$ cat src/rtl/fwpi_pkg.sv
// ----------------------------------------------------------------------------
// fwpi_pkg
// Shared sizes, operation and status codes, and cell control codes for the
// queue with positional insert.
// ----------------------------------------------------------------------------
package fwpi_pkg;

  localparam int DEPTH      = 16;
  localparam int DATA_WIDTH = 32;

  // fixed field widths of the ports
  localparam int WORD_W = 32;
  localparam int KIND_W = 2;
  localparam int POS_W  = 5;
  localparam int CAP_W  = 5;
  localparam int OCNT_W = 5;
  localparam int STAT_W = 2;

  localparam int CNT_W  = $clog2(DEPTH + 1);
  // common width for count, limit and position compares
  localparam int WIDE_W = (CNT_W > CAP_W) ? CNT_W : CAP_W;

  localparam logic [CAP_W-1:0] CAP_RESET = CAP_W'(16);

  typedef enum logic [KIND_W-1:0] {
    KIND_APPEND = 2'd0,
    KIND_INSERT = 2'd1,
    KIND_POP    = 2'd2
  } kind_e;

  typedef enum logic [STAT_W-1:0] {
    ST_OK    = 2'd0,
    ST_EMPTY = 2'd1,
    ST_FULL  = 2'd2
  } status_e;

  typedef enum logic [1:0] {
    CELL_HOLD = 2'd0,
    CELL_LOAD = 2'd1,
    CELL_PREV = 2'd2,
    CELL_NEXT = 2'd3
  } cell_op_e;

endpackage

$ cat src/rtl/fwpi_cell.sv
// ----------------------------------------------------------------------------
// fwpi_cell
// One slot of the queue: holds, loads a new word, or takes the word of the
// slot toward the head or toward the tail.
// ----------------------------------------------------------------------------
module fwpi_cell (
  input  logic                              clk_i,
  input  fwpi_pkg::cell_op_e                op_i,
  input  logic [fwpi_pkg::DATA_WIDTH-1:0]   load_i,
  input  logic [fwpi_pkg::DATA_WIDTH-1:0]   prev_i,
  input  logic [fwpi_pkg::DATA_WIDTH-1:0]   next_i,
  output logic [fwpi_pkg::DATA_WIDTH-1:0]   data_o
);

  logic [fwpi_pkg::DATA_WIDTH-1:0] data_q, data_d;

  always_comb begin
    case (op_i)
      fwpi_pkg::CELL_LOAD: data_d = load_i;
      fwpi_pkg::CELL_PREV: data_d = prev_i;
      fwpi_pkg::CELL_NEXT: data_d = next_i;
      default:             data_d = data_q;
    endcase
  end

  always_ff @(posedge clk_i) begin
    data_q <= data_d;
  end

  assign data_o = data_q;

endmodule

$ cat src/rtl/fifo_with_positional_insert.sv
// ----------------------------------------------------------------------------
// fifo_with_positional_insert
// Bounded queue of data words with append, insert at position and pop head.
// ----------------------------------------------------------------------------
// One beat is taken per clock cycle unless stalled; its result appears in the
// cycle after acceptance. Entries live in a row of slot cells, head in slot
// 0, and every cell picks hold, load, take-from-head-side or
// take-from-tail-side in the same cycle, so an insert or a pop updates the
// whole row at once. The result sits in an output register; while it is
// stalled the input is stalled too, otherwise a new beat enters each cycle.
// Capacity is written through cfg_we_i/cfg_wdata_i by the user only while idle
// (the block does not enforce this); its limit is clamped to the slot count.
// ----------------------------------------------------------------------------
module fifo_with_positional_insert (
  input  logic                              clk_i,
  input  logic                              rst_ni,
  input  logic                              cfg_we_i,
  input  logic [fwpi_pkg::CAP_W-1:0]        cfg_wdata_i,
  input  logic                              in_valid_i,
  output logic                              in_stall_o,
  input  logic [fwpi_pkg::KIND_W-1:0]       kind_i,
  input  logic [fwpi_pkg::WORD_W-1:0]       value_i,
  input  logic [fwpi_pkg::POS_W-1:0]        position_i,
  output logic                              out_valid_o,
  input  logic                              out_stall_i,
  output logic [fwpi_pkg::WORD_W-1:0]       popped_value_o,
  output logic                              popped_valid_o,
  output logic [fwpi_pkg::STAT_W-1:0]       status_o,
  output logic [fwpi_pkg::OCNT_W-1:0]       item_count_o,
  output logic                              is_empty_o,
  output logic                              is_full_o
);

  localparam int WW = fwpi_pkg::WIDE_W;

  logic [fwpi_pkg::CAP_W-1:0]      cap_q;
  logic [fwpi_pkg::CNT_W-1:0]      count_q, count_d;
  logic                            out_valid_q;
  logic [fwpi_pkg::WORD_W-1:0]     pop_val_q;
  logic                            pop_vld_q;
  fwpi_pkg::status_e               status_q, status_d;
  logic [fwpi_pkg::OCNT_W-1:0]     ocnt_q;
  logic                            empty_q, full_q;

  logic                            in_acc;
  logic [WW-1:0]                   lim_w, cnt_w, pos_w, cnt_d_w;
  logic                            full_now, do_ins, do_pop;
  logic [fwpi_pkg::DATA_WIDTH-1:0] data   [fwpi_pkg::DEPTH];

  assign in_stall_o = out_valid_q & out_stall_i;
  assign in_acc     = in_valid_i & ~in_stall_o;

  always_comb begin
    lim_w = (WW'(cap_q) > WW'(fwpi_pkg::DEPTH)) ? WW'(fwpi_pkg::DEPTH) : WW'(cap_q);
    cnt_w = WW'(count_q);
    full_now = cnt_w >= lim_w;
    if (kind_i == fwpi_pkg::KIND_APPEND || WW'(position_i) > cnt_w) begin
      pos_w = cnt_w;
    end else begin
      pos_w = WW'(position_i);
    end
    do_ins   = 1'b0;
    do_pop   = 1'b0;
    status_d = fwpi_pkg::ST_OK;
    count_d  = count_q;
    case (kind_i)
      fwpi_pkg::KIND_APPEND, fwpi_pkg::KIND_INSERT: begin
        if (full_now) begin
          status_d = fwpi_pkg::ST_FULL;
        end else begin
          do_ins  = 1'b1;
          count_d = count_q + 1'b1;
        end
      end
      fwpi_pkg::KIND_POP: begin
        if (count_q == '0) begin
          status_d = fwpi_pkg::ST_EMPTY;
        end else begin
          do_pop  = 1'b1;
          count_d = count_q - 1'b1;
        end
      end
      default: ;
    endcase
    cnt_d_w = WW'(count_d);
  end

  for (genvar gi = 0; gi < fwpi_pkg::DEPTH; gi++) begin : g_cell
    logic [fwpi_pkg::DATA_WIDTH-1:0] prev_w, next_w;
    fwpi_pkg::cell_op_e              op_w;

    if (gi == 0) begin : g_head
      assign prev_w = '0;
    end else begin : g_mid
      assign prev_w = data[gi-1];
    end
    if (gi == fwpi_pkg::DEPTH - 1) begin : g_tail
      assign next_w = data[gi];
    end else begin : g_body
      assign next_w = data[gi+1];
    end

    always_comb begin
      op_w = fwpi_pkg::CELL_HOLD;
      if (in_acc && do_ins) begin
        if (WW'(gi) == pos_w) begin
          op_w = fwpi_pkg::CELL_LOAD;
        end else if (WW'(gi) > pos_w) begin
          op_w = fwpi_pkg::CELL_PREV;
        end
      end else if (in_acc && do_pop) begin
        op_w = fwpi_pkg::CELL_NEXT;
      end
    end

    fwpi_cell u_cell (
      .clk_i  (clk_i),
      .op_i   (op_w),
      .load_i (value_i[fwpi_pkg::DATA_WIDTH-1:0]),
      .prev_i (prev_w),
      .next_i (next_w),
      .data_o (data[gi])
    );
  end

  always_ff @(posedge clk_i or negedge rst_ni) begin
    if (!rst_ni) begin
      cap_q       <= fwpi_pkg::CAP_RESET;
      count_q     <= '0;
      out_valid_q <= 1'b0;
    end else begin
      if (cfg_we_i) begin
        cap_q <= cfg_wdata_i;
      end
      if (in_acc) begin
        count_q     <= count_d;
        out_valid_q <= 1'b1;
      end else if (!out_stall_i) begin
        out_valid_q <= 1'b0;
      end
    end
  end

  // result payload, loaded with each accepted beat
  always_ff @(posedge clk_i) begin
    if (in_acc) begin
      pop_val_q <= do_pop ? fwpi_pkg::WORD_W'(data[0]) : '0;
      pop_vld_q <= do_pop;
      status_q  <= status_d;
      ocnt_q    <= cnt_d_w[fwpi_pkg::OCNT_W-1:0];
      empty_q   <= (count_d == '0);
      full_q    <= (cnt_d_w >= lim_w);
    end
  end

  assign out_valid_o    = out_valid_q;
  assign popped_value_o = pop_val_q;
  assign popped_valid_o = pop_vld_q;
  assign status_o       = status_q;
  assign item_count_o   = ocnt_q;
  assign is_empty_o     = empty_q;
  assign is_full_o      = full_q;

  a_count_bound: assert property (@(posedge clk_i) disable iff (!rst_ni)
    count_q <= fwpi_pkg::CNT_W'(fwpi_pkg::DEPTH))
    else $error("entry count beyond slot count");

  a_pop_ok: assert property (@(posedge clk_i) disable iff (!rst_ni)
    (out_valid_o && popped_valid_o) |-> (status_o == fwpi_pkg::ST_OK))
    else $error("popped word with non-ok status");

  a_pop_dec: assert property (@(posedge clk_i) disable iff (!rst_ni)
    (in_acc && kind_i == fwpi_pkg::KIND_POP && count_q != '0)
    |=> (count_q == $past(count_q) - 1'b1))
    else $error("pop did not decrement count");

  a_full_hold: assert property (@(posedge clk_i) disable iff (!rst_ni)
    (in_acc && (kind_i == fwpi_pkg::KIND_APPEND || kind_i == fwpi_pkg::KIND_INSERT)
     && full_now) |=> $stable(count_q))
    else $error("rejected add changed count");

endmodule

$ cat config.mk
export PLATFORM = sky130hd
export DESIGN_NAME = fifo_with_positional_insert
export DESIGN_NICKNAME = d
export VERILOG_FILES = /design/src/rtl/fwpi_pkg.sv /design/src/rtl/fwpi_cell.sv /design/src/rtl/fifo_with_positional_insert.sv
export SDC_FILE = /design/constraint.sdc
export NUM_CORES = 1
export LEC_CHECK = 0
export BUFFER_PORTS_ARGS = -buffer_cell sky130_fd_sc_hd__buf_2
export CORE_MARGIN = 2
export CORE_UTILIZATION = 50
export DETAILED_ROUTE_END_ITERATION = 12
export HOLD_SLACK_MARGIN = 0.05
export PLACE_DENSITY = 0.71
export SYNTH_ARGS = -nofsm -noshare
export SYNTH_HDL_FRONTEND = slang
export SYNTH_HIERARCHICAL = 1
export SYNTH_SLANG_ARGS = --single-unit
$ cat constraint.sdc
create_clock -name clk_i -period 6.2 [get_ports clk_i]
set_input_delay 0.93 -clock clk_i [delete_from_list [all_inputs] [get_ports clk_i]]
set_output_delay 0.93 -clock clk_i [all_outputs]
set_load 0.03 [all_outputs]
==> reports/metrics.yaml <==
power:
  switching_share: 0.3262
  power_frac_comb: 0.240
  power.density_nw_per_um2: 369.5
  switchingPower_mw: 3.858
  p_seq_frac: 0.483
  power_mw: 11.83
  pwr-share-clk: 0.277
  p_int_mw: 7.969
  ir_drop_mv: 0.2350
  power.leakage_nw: 10.51
sta:
  maxSlewHeadroom: 0.2668
  finalSetupTns_ps: 0
  setup_violations: 0
  rsz0062_at_grt: "false"
  worstMarginPinSlew_ps: 1088
  hold_viol: 0
  final_max_slew_viol_count: 0
  min_period_over_period: 0.7846
  fin_skew_ps: 22.65
  fmax_mhz: 205.6
  period_needed_ps: 4864
cts:
  cts_made_buffers: 58
  cts_max_level: 2
  clock_sinks: 565
  cts-resized-gates: 0
  cts_tree: "done"
  root_buffer: "clkbuf_16"
  clk_path_buf_depth: 3
  post_cts_buffers: 0
  clk_latency_ps: 630
  clk_pin_slew_ps: 60
  holdBufCountCts: 0
worst_setup_path:
  critical_path.max_fanout: 33
  r2r_cells: 11
  arrival_ps: 5110
  required_ps: 6450
  startpoint_type: "flop"
  reg2reg_slack_ps: 1340
  crit_path_end_kind: "flop"
  worstSetupPathType: "flop to flop"
  reg2reg_to: "g_cell[6].u_cell/data_o[21]$_DFFE_PP_"
  rr_startpoint: "cnt_w[2]$_DFFE_PN0P_"
synth:
  syn_area_per_cell_um2: 11.76
  synth_area_leaders: "edfxtp_1, mux2i_1, a21oi_1, nor2_1, buf_12"
  netlist.area_leader.share: 0.5575
  synth_flop_cell: "edfxtp_1"
  synthesis.area_um2: 29840
  ys_seq_elements: 565
  ys_types: 47
  synth_area_leader_cell: "edfxtp_1"
  postSynthCellCount: 2537
  ys_seq_area_frac: 0.5668
  ys_warn_count: 6
  synth-edff-count: 554
  ys_async_sr_fraction: 0.01947
run_status:
  outcome: "finished, final reports clean"
die:
  die_width_um: 248.3
  core_area_um2: 59020
  rows: 89
  ios: 93
  die_h_um: 248.3
  dieArea_um2: 61650
  initial_utilization: 0.5056
routing:
  num_vias: 19210
  routed_via_density: 5.664
  routed_wl_um: 71370
  wl_per_cell_um: 21.05
  drt-initial-drc-count: 1444
  drcViolationCount: 0
  firstDrtPassIters: 5
  antenna_left: 0
finish:
  mostFrequentLayoutCell: "edfxtp_1"
  fillCellCount: 5007
  finish.net_count: 2632
  syn2layout_area_growth_pct: 7.288
  design_area_um2: 32010
  layout.cells.most_common_list: "edfxtp_1, nor2_1, a21oi_1, mux2i_1, buf_2"
  drive_above_1_share: 0.1039
placement:
  placed_area_um2: 30270
  dpl.hpwl_um: 49090
  place.gp.congestion: 0.8389
  port_buffers: 92
grt:
  grt_usage: 0.2297
  antenna_found_initial: 4
  grt_overflow: 0
  grt_start_max_net_pins: 66
  grt_pass1_vias: 19690
  grt_pass1_wl_um: 109900
job:
  max-cap-violations: 0
min_path:
  hold_class: "input pin to asynchronous set/reset pin"
-- cell usage after synthesis (5+ instances only) --
cell      number
a21oi_1      523
and2_1        32
and3_1         6
buf_12        48
buf_2         55
buf_4         18
buf_6         16
clkbuf_1      54
dfrtp_1       10
edfxtp_1     554
ha_1          16
inv_1         13
mux2_2         8
mux2i_1      519
nand2_1       25
nand2b_1       5
nor2_1       528
nor3_1         5
o21ai_0       34
o31ai_1        5
or2_2         16
-- worst max-delay path: stages (launching register included) --
cell	delay (ps)
dfrtp_1	620
inv_1	240
ha_1	360
o211ai_1	80
a21oi_1	130
o22a_1	820
and3_1	320
o21ai_4	70
buf_4	280
o31ai_4	290
buf_4	490
or2_2	740
-- kinds of logic (layout without fill, tap and decap cells) --
family,Yosys count,count (layout),share of synthesized area
and+or+nand+nor,635,635,0.08705
AOI/OAI and AO/OA,584,584,0.1006
DFF,565,565,0.5668
muxes,527,527,0.1771
buffers and inverters,206,255,0.06068
adders and majority gates,17,17,0.007045
xor gates and xnor gates,2,2,0.0005872
other,1,33,0.0001257
-- per-layer routing --
metal  vias to the layer above  GRT usage  share of wire  routed length (um)
met5                         -          0        0.00062                  44
met1                      9178     0.2761           0.40               28740
met3                       166    0.02941          0.042                2990
li1                       9337          -              -                   -
met4                         6    0.08386          0.031                2188
met2                       521     0.4201           0.52               37410
-- per-stage QoR --
step	std cells	setup WS [ps]	utilization	hold WS, ps
finish	3391	1336	0.5424	185.2
global route	3391	1021	0.5424	192.3
CTS	3390	1410	0.5424	170.4
detailed placement	3280	1178	0.5128	502.7
global placement	3280	1205	0.5128	486.6
floorplan	2568	2112	-	472.6
-- cell type report --
class / count / area [um2] / area share
antenna: 1 / 2.502 / 0.00007817
clock buffer: 82 / 1563 / 0.04882
clock inverter: 28 / 180.2 / 0.005628
inverter: 15 / 56.30 / 0.001759
multi-input combinational: 1797 / 11590 / 0.3619
sequential: 565 / 16910 / 0.5283
tap: 773 / 967.2 / 0.03021
timing repair buffer: 130 / 745.7 / 0.02329
-- worst max path at each step --
stage                         start                                     to  slack [ps]  cells after the start
4_1_cts        cnt_w[2]$_DFFE_PN0P_   g_cell[6].u_cell/data_o[8]$_DFFE_PP_        1410                     11
3_3_place_gp          position_i[4]  g_cell[0].u_cell/data_o[23]$_DFFE_PP_        1200                     11
2_1_floorplan           out_stall_i   g_cell[0].u_cell/data_o[0]$_DFFE_PP_        2110                     10
3_5_place_dp          position_i[4]  g_cell[6].u_cell/data_o[23]$_DFFE_PP_        1180                     11
6_report       cnt_w[2]$_DFFE_PN0P_  g_cell[6].u_cell/data_o[21]$_DFFE_PP_        1340                     11
5_1_grt        cnt_w[2]$_DFFE_PN0P_   g_cell[6].u_cell/data_o[8]$_DFFE_PP_        1020                     11
-- sequential cells by signal, summed over array words and instances (netlist names) --
name	count
status_o	2
cnt_w	5
out_valid_o	1
popped_value_o	32
cap_q	5
g_cell.u_cell/data_o	512
is_full_o	1
is_empty_o	1
popped_valid_o	1
item_count_o	5
-- power groups by stage --
stage               clock [mW]  sequential [mW]  combinational (mW)
floorplan                    0             5.57                2.19
global placement             0             5.79                2.70
detailed placement           0             5.80                2.81
CTS                       3.33             5.73                2.83
global route              3.46             5.79                3.13
finish                    3.27             5.72                2.84
Power figures use the tool's default switching activity.
